`config.mk`:
```
export PLATFORM = sky130hd
export DESIGN_NAME = float_frame_checker_decoder
export DESIGN_NICKNAME = d
export VERILOG_FILES = /design/src/hdl/ffcd_pkg.sv /design/src/hdl/ffcd_framer.sv /design/src/hdl/ffcd_emitter.sv /design/src/hdl/float_frame_checker_decoder.sv
export VERILOG_INCLUDE_DIRS = /design/src /design/src/hdl
export SDC_FILE = /design/constraint.sdc
export NUM_CORES = 1
export LEC_CHECK = 0
export BUFFER_PORTS_ARGS = -buffer_cell sky130_fd_sc_hd__buf_2
export CORE_MARGIN = 2
export CORE_UTILIZATION = 50
export DETAILED_ROUTE_END_ITERATION = 10
export PLACE_DENSITY = 0.74
export SKIP_CTS_REPAIR_TIMING = 1
export SYNTH_ARGS = -nofsm -noshare
export SYNTH_HDL_FRONTEND = slang
export SYNTH_HIERARCHICAL = 1
export SYNTH_SLANG_ARGS = --single-unit
```
`constraint.sdc`:
```
create_clock -name clk -period 9 [get_ports clk]
set_input_delay 0.45 -clock clk [delete_from_list [all_inputs] [get_ports clk]]
set_output_delay 0.45 -clock clk [all_outputs]
set_load 0.05 [all_outputs]
```
`src/hdl/float_frame_checker_decoder_assert.svh`:
```
// Assertion helpers used by the frame decoder's emitter file.
// All checks are sampled on clk and disabled while rst is high.
`ifndef FLOAT_FRAME_CHECKER_DECODER_ASSERT_SVH
`define FLOAT_FRAME_CHECKER_DECODER_ASSERT_SVH

// Same-cycle implication.
`define FFCD_ASSERT_NOW(lbl, ante, cons, msg) \
  lbl: assert property (@(posedge clk) disable iff (rst) (ante) |-> (cons)) \
    else $error(msg);

// Next-cycle implication.
`define FFCD_ASSERT_NEXT(lbl, ante, cons, msg) \
  lbl: assert property (@(posedge clk) disable iff (rst) (ante) |=> (cons)) \
    else $error(msg);

`endif

```
`src/hdl/ffcd_pkg.sv`:
```
`timescale 1ns / 1ps
package ffcd_pkg;

  localparam int WORD_COUNT = 8;
  localparam int PAY_BYTES  = WORD_COUNT * 4;

  // Byte positions inside a frame
  localparam int POS_HDR0 = 0;
  localparam int POS_HDR1 = 1;
  localparam int POS_CMD  = 2;
  localparam int POS_SEQ  = 3;
  localparam int POS_PAY  = 4;
  localparam int POS_SUM  = POS_PAY + PAY_BYTES;
  localparam int POS_TAIL = POS_SUM + 1;

  localparam int POS_W     = $clog2(POS_TAIL + 1);
  localparam int PAY_IDX_W = $clog2(PAY_BYTES);
  localparam int IDX_W     = (WORD_COUNT > 1) ? $clog2(WORD_COUNT) : 1;
  localparam int WIDX_W    = 3;

  localparam logic [7:0] HDR_FIRST  = 8'hAA;
  localparam logic [7:0] HDR_SECOND = 8'h55;
  localparam logic [7:0] TAIL_MARK  = 8'h7F;

  // Byte 0 sits in the low lane, so the same bits read as little-endian words.
  typedef logic [PAY_BYTES-1:0][7:0]  pay_bytes_t;
  typedef logic [WORD_COUNT-1:0][31:0] pay_words_t;

  // Frame verdict handed from the framer to the result side on the tail byte.
  typedef struct packed {
    logic       fire;
    logic       good;
    logic [7:0] cmd;
    logic [7:0] seq;
  } tail_evt_t;

endpackage

```
`src/hdl/ffcd_framer.sv`:
```
`timescale 1ns / 1ps
module ffcd_framer
  import ffcd_pkg::*;
(
  input  logic       clk,
  input  logic       rst,
  input  logic       accept,
  input  logic [7:0] rx_byte,
  input  logic       frame_start,
  output logic       at_tail,
  output tail_evt_t  evt,
  output pay_bytes_t pay_bytes
);

  logic [POS_W-1:0]     position;
  logic [POS_W-1:0]     position_next;
  logic [7:0]           running_sum;
  logic [7:0]           running_sum_next;
  logic                 header_good;
  logic                 header_good_next;
  logic [7:0]           held_cmd;
  logic [7:0]           held_cmd_next;
  logic [7:0]           held_seq;
  logic [7:0]           held_seq_next;
  logic [7:0]           held_checksum;
  logic [7:0]           held_checksum_next;
  pay_bytes_t           payload_store;

  logic [POS_W-1:0]     p;
  logic [POS_W-1:0]     pay_off;
  logic [PAY_IDX_W-1:0] pay_idx;
  logic                 in_payload;
  logic                 is_tail;

  assign p          = frame_start ? '0 : position;
  assign pay_off    = p - POS_W'(POS_PAY);
  assign pay_idx    = pay_off[PAY_IDX_W-1:0];
  assign in_payload = (p >= POS_W'(POS_PAY)) && (p < POS_W'(POS_SUM));
  assign is_tail    = (p == POS_W'(POS_TAIL));

  always_comb begin
    position_next      = position;
    running_sum_next   = running_sum;
    header_good_next   = header_good;
    held_cmd_next      = held_cmd;
    held_seq_next      = held_seq;
    held_checksum_next = held_checksum;
    if (accept) begin
      position_next = is_tail ? '0 : p + POS_W'(1);
      if (p == POS_W'(POS_HDR0)) begin
        header_good_next = (rx_byte == HDR_FIRST);
      end else if (p == POS_W'(POS_HDR1)) begin
        header_good_next = header_good && (rx_byte == HDR_SECOND);
      end else if (p == POS_W'(POS_CMD)) begin
        held_cmd_next    = rx_byte;
        running_sum_next = rx_byte;
      end else if (p == POS_W'(POS_SEQ)) begin
        held_seq_next    = rx_byte;
        running_sum_next = running_sum + rx_byte;
      end else if (in_payload) begin
        running_sum_next = running_sum + rx_byte;
      end else if (p == POS_W'(POS_SUM)) begin
        held_checksum_next = rx_byte;
      end
    end
  end

  always_ff @(posedge clk) begin
    if (rst) begin
      position      <= '0;
      running_sum   <= '0;
      header_good   <= 1'b0;
      held_cmd      <= '0;
      held_seq      <= '0;
      held_checksum <= '0;
    end else begin
      position      <= position_next;
      running_sum   <= running_sum_next;
      header_good   <= header_good_next;
      held_cmd      <= held_cmd_next;
      held_seq      <= held_seq_next;
      held_checksum <= held_checksum_next;
    end
  end

  // Payload bytes; every lane is rewritten before any tail can be reached.
  always_ff @(posedge clk) begin
    if (accept && in_payload) begin
      payload_store[pay_idx] <= rx_byte;
    end
  end

  assign at_tail   = (position == POS_W'(POS_TAIL));
  assign evt.fire  = accept && is_tail;
  assign evt.good  = header_good && (rx_byte == TAIL_MARK) && (running_sum == held_checksum);
  assign evt.cmd   = held_cmd;
  assign evt.seq   = held_seq;
  assign pay_bytes = payload_store;

endmodule

```
`src/hdl/ffcd_emitter.sv`:
```
`timescale 1ns / 1ps
`include "float_frame_checker_decoder_assert.svh"
module ffcd_emitter
  import ffcd_pkg::*;
(
  input  logic              clk,
  input  logic              rst,
  input  tail_evt_t         evt,
  input  pay_bytes_t        pay_bytes,
  input  logic              out_stall,
  output logic              pend,
  output logic              out_valid,
  output logic              ok,
  output logic [7:0]        cmd_byte,
  output logic [7:0]        seq_byte,
  output logic [WIDX_W-1:0] word_index,
  output logic [31:0]       payload_word,
  output logic              last
);

  logic [IDX_W-1:0] idx;
  logic             snap_good;
  logic [7:0]       snap_cmd;
  logic [7:0]       snap_seq;
  pay_words_t       snap_words;
  logic             load_out;
  logic             cur_last;

  assign load_out = !out_valid || !out_stall;
  assign cur_last = !snap_good || (idx == IDX_W'(WORD_COUNT - 1));

  always_ff @(posedge clk) begin
    if (rst) begin
      pend      <= 1'b0;
      idx       <= '0;
      out_valid <= 1'b0;
    end else begin
      if (load_out) begin
        out_valid <= pend;
      end
      if (evt.fire) begin
        pend <= 1'b1;
        idx  <= '0;
      end else if (load_out && pend) begin
        if (cur_last) begin
          pend <= 1'b0;
        end
        idx <= idx + IDX_W'(1);
      end
    end
  end

  // Snapshot frees the payload store for the next frame right away.
  always_ff @(posedge clk) begin
    if (evt.fire) begin
      snap_good  <= evt.good;
      snap_cmd   <= evt.cmd;
      snap_seq   <= evt.seq;
      snap_words <= pay_words_t'(pay_bytes);
    end
    if (load_out && pend) begin
      ok           <= snap_good;
      cmd_byte     <= snap_good ? snap_cmd : '0;
      seq_byte     <= snap_good ? snap_seq : '0;
      word_index   <= snap_good ? WIDX_W'(idx) : '0;
      payload_word <= snap_good ? snap_words[idx] : '0;
      last         <= cur_last;
    end
  end

  `FFCD_ASSERT_NOW(a_no_overrun, evt.fire, !pend, "new frame verdict while results pending")
  `FFCD_ASSERT_NOW(a_fail_is_last, out_valid && !ok, last, "failure result without last")
  `FFCD_ASSERT_NEXT(a_last_clears, load_out && pend && cur_last, !pend, "pending not cleared")
  `FFCD_ASSERT_NOW(a_idx_range, pend, idx <= IDX_W'(WORD_COUNT - 1), "word index out of range")

endmodule

```
`src/hdl/float_frame_checker_decoder.sv`:
```
`timescale 1ns / 1ps
// Channel  Handshake            Payload
// input    in_valid / in_stall  rx_byte, frame_start
// output   out_valid / out_stall ok, cmd_byte, seq_byte, word_index, payload_word, last
//
// One byte is taken per cycle unless in_stall holds it. A byte's state update and the
// frame verdict sit between the framer registers; results leave through a one-deep
// output register. A good frame gives WORD_COUNT results, one per cycle unless
// out_stall holds them; a bad one gives a single one. rst is synchronous and clears
// position, sums and the result queue. in_stall rises only when the tail byte is
// due while the previous frame's results are still queued behind a stalled output.
module float_frame_checker_decoder
  import ffcd_pkg::*;
(
  input  logic              clk,
  input  logic              rst,
  input  logic              in_valid,
  output logic              in_stall,
  input  logic [7:0]        rx_byte,
  input  logic              frame_start,
  output logic              out_valid,
  input  logic              out_stall,
  output logic              ok,
  output logic [7:0]        cmd_byte,
  output logic [7:0]        seq_byte,
  output logic [WIDX_W-1:0] word_index,
  output logic [31:0]       payload_word,
  output logic              last
);

  logic       accept;
  logic       at_tail;
  logic       pend;
  tail_evt_t  evt;
  pay_bytes_t pay_bytes;

  // Hold off only a possible tail byte; the snapshot must be free by then.
  assign in_stall = pend && at_tail;
  assign accept   = in_valid && !in_stall;

  // Position tracking, running checksum, payload buffer.
  ffcd_framer u_framer (
    .clk         (clk),
    .rst         (rst),
    .accept      (accept),
    .rx_byte     (rx_byte),
    .frame_start (frame_start),
    .at_tail     (at_tail),
    .evt         (evt),
    .pay_bytes   (pay_bytes)
  );

  // Snapshot of a finished frame and the result output register.
  ffcd_emitter u_emitter (
    .clk          (clk),
    .rst          (rst),
    .evt          (evt),
    .pay_bytes    (pay_bytes),
    .out_stall    (out_stall),
    .pend         (pend),
    .out_valid    (out_valid),
    .ok           (ok),
    .cmd_byte     (cmd_byte),
    .seq_byte     (seq_byte),
    .word_index   (word_index),
    .payload_word (payload_word),
    .last         (last)
  );

endmodule

```
* After elaboration in Yosys (flattened, before gate mapping) *
Index checks and enable logic that the tools add are counted.

storage, ports and cells
  register bits after elaboration = 626
  word-level logic and storage cells = 126
  output and inout bits = 55
  bits of input ports = 13

cells by class
  add/subtract/negate cells = 4
  bitwise gates (word level) = 5
  reduce and logical (&&, ||, !) cells = 28
  magnitude comparators = 5
  muxes and demuxes = 15
  equality and inequality tests = 11

operator list
  cell                                                                          number
  256-bit bitwise mux                                                           1
  32-bit binary-select mux with 3-bit select                                    1
  8-bit demux with 5-bit select                                                 1
  32-bit two-way mux                                                            1
  8-bit two-way mux                                                             4
  6-bit == test, second input constant                                          3
  8-bit by 7-bit == test with 1-bit output, second input constant               2
  6-bit by 2-bit == test with 1-bit output, second input constant               2
  6-bit two-way mux                                                             2
  1-bit logical AND                                                             10
  8-bit adder                                                                   1
  8-bit == test                                                                 1
  8-bit == test, second input constant                                          1
  4-bit AND reduction                                                           2
  7-bit AND reduction                                                           1
  6-bit by 1-bit adder with 6-bit output, second input constant                 1
  6-bit by 1-bit == test with 1-bit output, second input constant               1
  6-bit by 3-bit >= comparator with 1-bit output, second input constant         1
  6-bit logical NOT                                                             1
  5-bit by 6-bit less-than comparator with 1-bit output, second input constant  1
  6-bit less-than comparator, second input constant                             1
  2-bit nonzero test                                                            3
  5-bit by 1-bit >= comparator with 1-bit output, second input constant         1
  1-bit two-way mux                                                             5
  other kinds (11)                                                              20

* Logic depth before layout (Yosys ltp) *
  depth after elaboration = 7
  depth in mapped cells = 11
  mapped depth without buffers = 8

* Cells and area by module *
Netlist, hierarchy kept.

modules (own cells, without submodules)
  module                       instances  sequential area each (µm²)  cells each  area an instance (µm²)
  ffcd_emitter                 1          9889.5                      592         12295.5
  ffcd_framer                  1          8468.1                      564         10159.7
  float_frame_checker_decoder  1          0.0                         2           13.8

* Worst setup path before layout *
Ideal clock, no wire load.

  path type = input -> register
  start = in frame_start
  end = reg u_emitter.snap_cmd[0] (enable)
  library setup time = 0.672 ns
  stages on the path = 7
  arrival time = 7.738 ns
  path buffers = 2
  setup slack = 0.590 ns
  required time = 8.328 ns
  cell sequence = clkbuf_1 -> buf_2 -> nand2b_1 -> inv_1 -> ha_1 -> and3_1 -> and2_1

RTL lines
  item                    RTL line                           source
  start: declaration      float_frame_checker_decoder.sv:20  input logic frame_start,
  end signal: assignment  ffcd_emitter.sv:57                 snap_cmd <= evt.cmd;
  end: declaration        ffcd_emitter.sv:23                 logic [7:0] snap_cmd;

==> run metrics <==
outcome=complete, no violations; via count of the routed design=10472; post-layout util=0.5702; Critical Path End Type=flop; CTS tree=done; Max clock buf depth=3; worst-margin pin slew=1.241 ns; Gate power share=0.010; HP Start=out_stall; crit path cell chain=nor4b_2 -> and3_1 -> and2_4 -> buf_12; aggregate routed wire length=about 43 mm; fraction of layout cells with a size suffix above 1=0.1954; count leader, synth=edfxtp_1; sequential fraction of the synthesis area=0.8170; largest family of logic cells by synthesized area=multiplexers; total die area=0.04665 mm2; Reg2Reg Setup Slack=about 5.6 ns; mux cell area share after synthesis=0.07373; Cell Pwr Density=222.8 mW/mm2; post-DR vias/cell=5.547; Final setup viols=0; Leakage=8.323 nW; syn avg cell area=19.40 um2; maximum number of pins on one net before global-route repair=210; global route overflow=0; worst-path fanout max=209; standard-cell rows=77; Yosys cell types=61; min Tclk post-route=approximately 3.4 ns; clock slew at the register clock pins of the worst setup and hold paths=0.07 ns; Port Buf Inserts=67; final hold violations=0; synthesized instance count=1158; Net Sw Frac=0.1882; dominant synthesized flop cell=edfxtp_1; top cells by count, synth=edfxtp_1, nor2_1, mux2i_1, dfxtp_1, o21ai_0; HPWL Detailed=23.57 mm; switching pwr=0.001059 W; antenna violations before repair=0; Slew Viols, Final=0; Simple-Gate Fraction of Synth Area=0.04594; Synth area leader=edfxtp_1; worst path arrival time=3.57 ns; EDFF count, synth=582; worst-skew pair later-pin latency=0.58 ns; DR iter-0 viols=1111; Final Skew=between 0.02 and 0.025 ns; yosys warns=6; Worst setup startpoint=u_framer/position[2]$_SDFFE_PP0P_; FF+latch count, synth=626; core area=0.04432 mm2; Placer Congestion=0.7926; largest stage delay on the critical path=0.80 ns; Sequential Power Share=0.560; synthesis-to-finish area growth=12.46%; first-pass GRT wire length=64.36 mm; slew margin rel.=0.1705; post-synthesis compound-gate area fraction=0.03608; r2r startpoint=u_framer/position[2]$_SDFFE_PP0P_; Remaining DRCs=0; Setup CP Type=reg -> reg; vias in the first global route=around 11000; Power Internal=between 0.004 and 0.005 W; Clock Power Share=0.430; Clock Tree Root=clkbuf_16; nature of the critical path startpoint=flop; Max-cap violations=0; synthesized cell area=0.02247 mm2; Min-Delay Path Class=in -> reg; Net Count, Synth=1185; top cells by area, synth=edfxtp_1, dfxtp_1, mux4_2, mux2i_1, nor2_1; Routed WL per cell=22.54 um; TritonCTS Buffers=between 50 and 60; all-layer global routing usage=0.1836; post-route ant nets=0; DRT Pass-1 Iters=5; Die X=~220 um; Post-Route Setup TNS=0 ns; Synth Area in Adders=0.008130; Max VDD drop=144.1 uV; CP max stage cell=buf_12; Tcrit/Tclk final=0.3766; Initial Util=0.5070; CTS H-tree lvls=2; # IOs=68; clk sinks=626; Post-Synth XOR/XNOR Area=0.003508; RSZ-0062 raised after global routing=no; Max Fclk=295.0 MHz; share of flip-flops with an asynchronous set or reset=0; Die Y-Extent=216.0 um; CP Data Required Time=9.18 ns; Nets=1278; Synth top area share=0.7778
kinds of logic after synthesis:
| group | count (synthesis) |
|---|---|
| adder cells (fa/ha/maj) | 14 |
| flip-flops | 626 |
| buffers and inverters | 59 |
| AND/OR/NAND/NOR | 210 |
| multiplexers | 121 |
| AO/OA/AOI/OAI | 119 |
| XOR/XNOR | 9 |
registers in the layout, indices dropped and copies added (netlist names), 3 cells and up:
signal	cells
u_emitter/cmd_byte	8
u_emitter/snap_cmd	8
u_framer/held_seq	8
u_emitter/payload_word	32
u_emitter/idx	3
u_framer/held_checksum	8
u_framer/pay_bytes	256
u_emitter/word_index	3
u_framer/held_cmd	8
u_framer/position	6
u_emitter/seq_byte	8
u_framer/running_sum	8
u_emitter/snap_seq	8
u_emitter/snap_words	256
worst paths after layout:
path,to,cells after the start
max,u_emitter/snap_words[139]$_DFFE_PP_,4
max reg2reg,u_emitter/snap_words[139]$_DFFE_PP_,4
min,u_emitter/out_valid$_SDFFE_PP0P_,4
min reg2reg,u_emitter/snap_words[138]$_DFFE_PP_,0
critical path: cells and delay by family (launching register included):
kind / cells / cell delay, ns
DFF: 1 / 0.56
buffers and inverters: 1 / 0.80
and+or+nand+nor: 3 / 1.45
layout make-up:
type / count / area, um2
inverter: 12 / 45.04
clock buffer: 65 / 1476
tap: 592 / 740.7
fill: 3225 / 19050
sequential: 626 / 18360
timing repair buffer: 81 / 452.9
clock inverter: 38 / 415.4
antenna: 1 / 2.502
multi-input combinational: 473 / 3774
power groups by stage:
stage          Combinational [W]  Clock [W]  Sequential [W]
6_report               0.0000582    0.00242         0.00315
5_1_grt                0.0000628    0.00257         0.00315
4_1_cts                0.0000586    0.00246         0.00315
3_5_place_dp           0.0000584          0         0.00321
3_3_place_gp           0.0000572          0         0.00321
2_1_floorplan          0.0000174          0         0.00321
layout by cell type (no fill, tap or decap), drive strengths merged, types with 20 or more instances in the layout:
cell type	n
nor2	109
clkbuf	65
clkinv	23
edfxtp	582
o21ai	39
dfxtp	44
and2	22
mux2i	56
buf	81
nand2	20
mux2	33
mux4	32
a211oi	35
through the flow:
stage / hold WS (ns) / std cells / power, W / cell area [um2] / setup WS, ns
2_1_floorplan: 0.4003 / 1158 / 0.003231 / 22470 / 0.5897
3_3_place_gp: 0.4010 / 1784 / 0.003271 / 23370 / 5.510
3_5_place_dp: 0.4045 / 1784 / 0.003272 / 23370 / 5.415
4_1_cts: 0.2535 / 1887 / 0.005672 / 25270 / 5.635
5_1_grt: 0.3080 / 1887 / 0.005780 / 25270 / 5.366
6_report: 0.2666 / 1888 / 0.005629 / 25270 / 5.611
routing by layer:
layer  global-route usage  wire length (um)
met1               0.2481             17240
met2               0.3057             21250
met3              0.03171              2947
met4              0.06119              1120
met5                    0                 0
(Power assumes the default switching activity.)
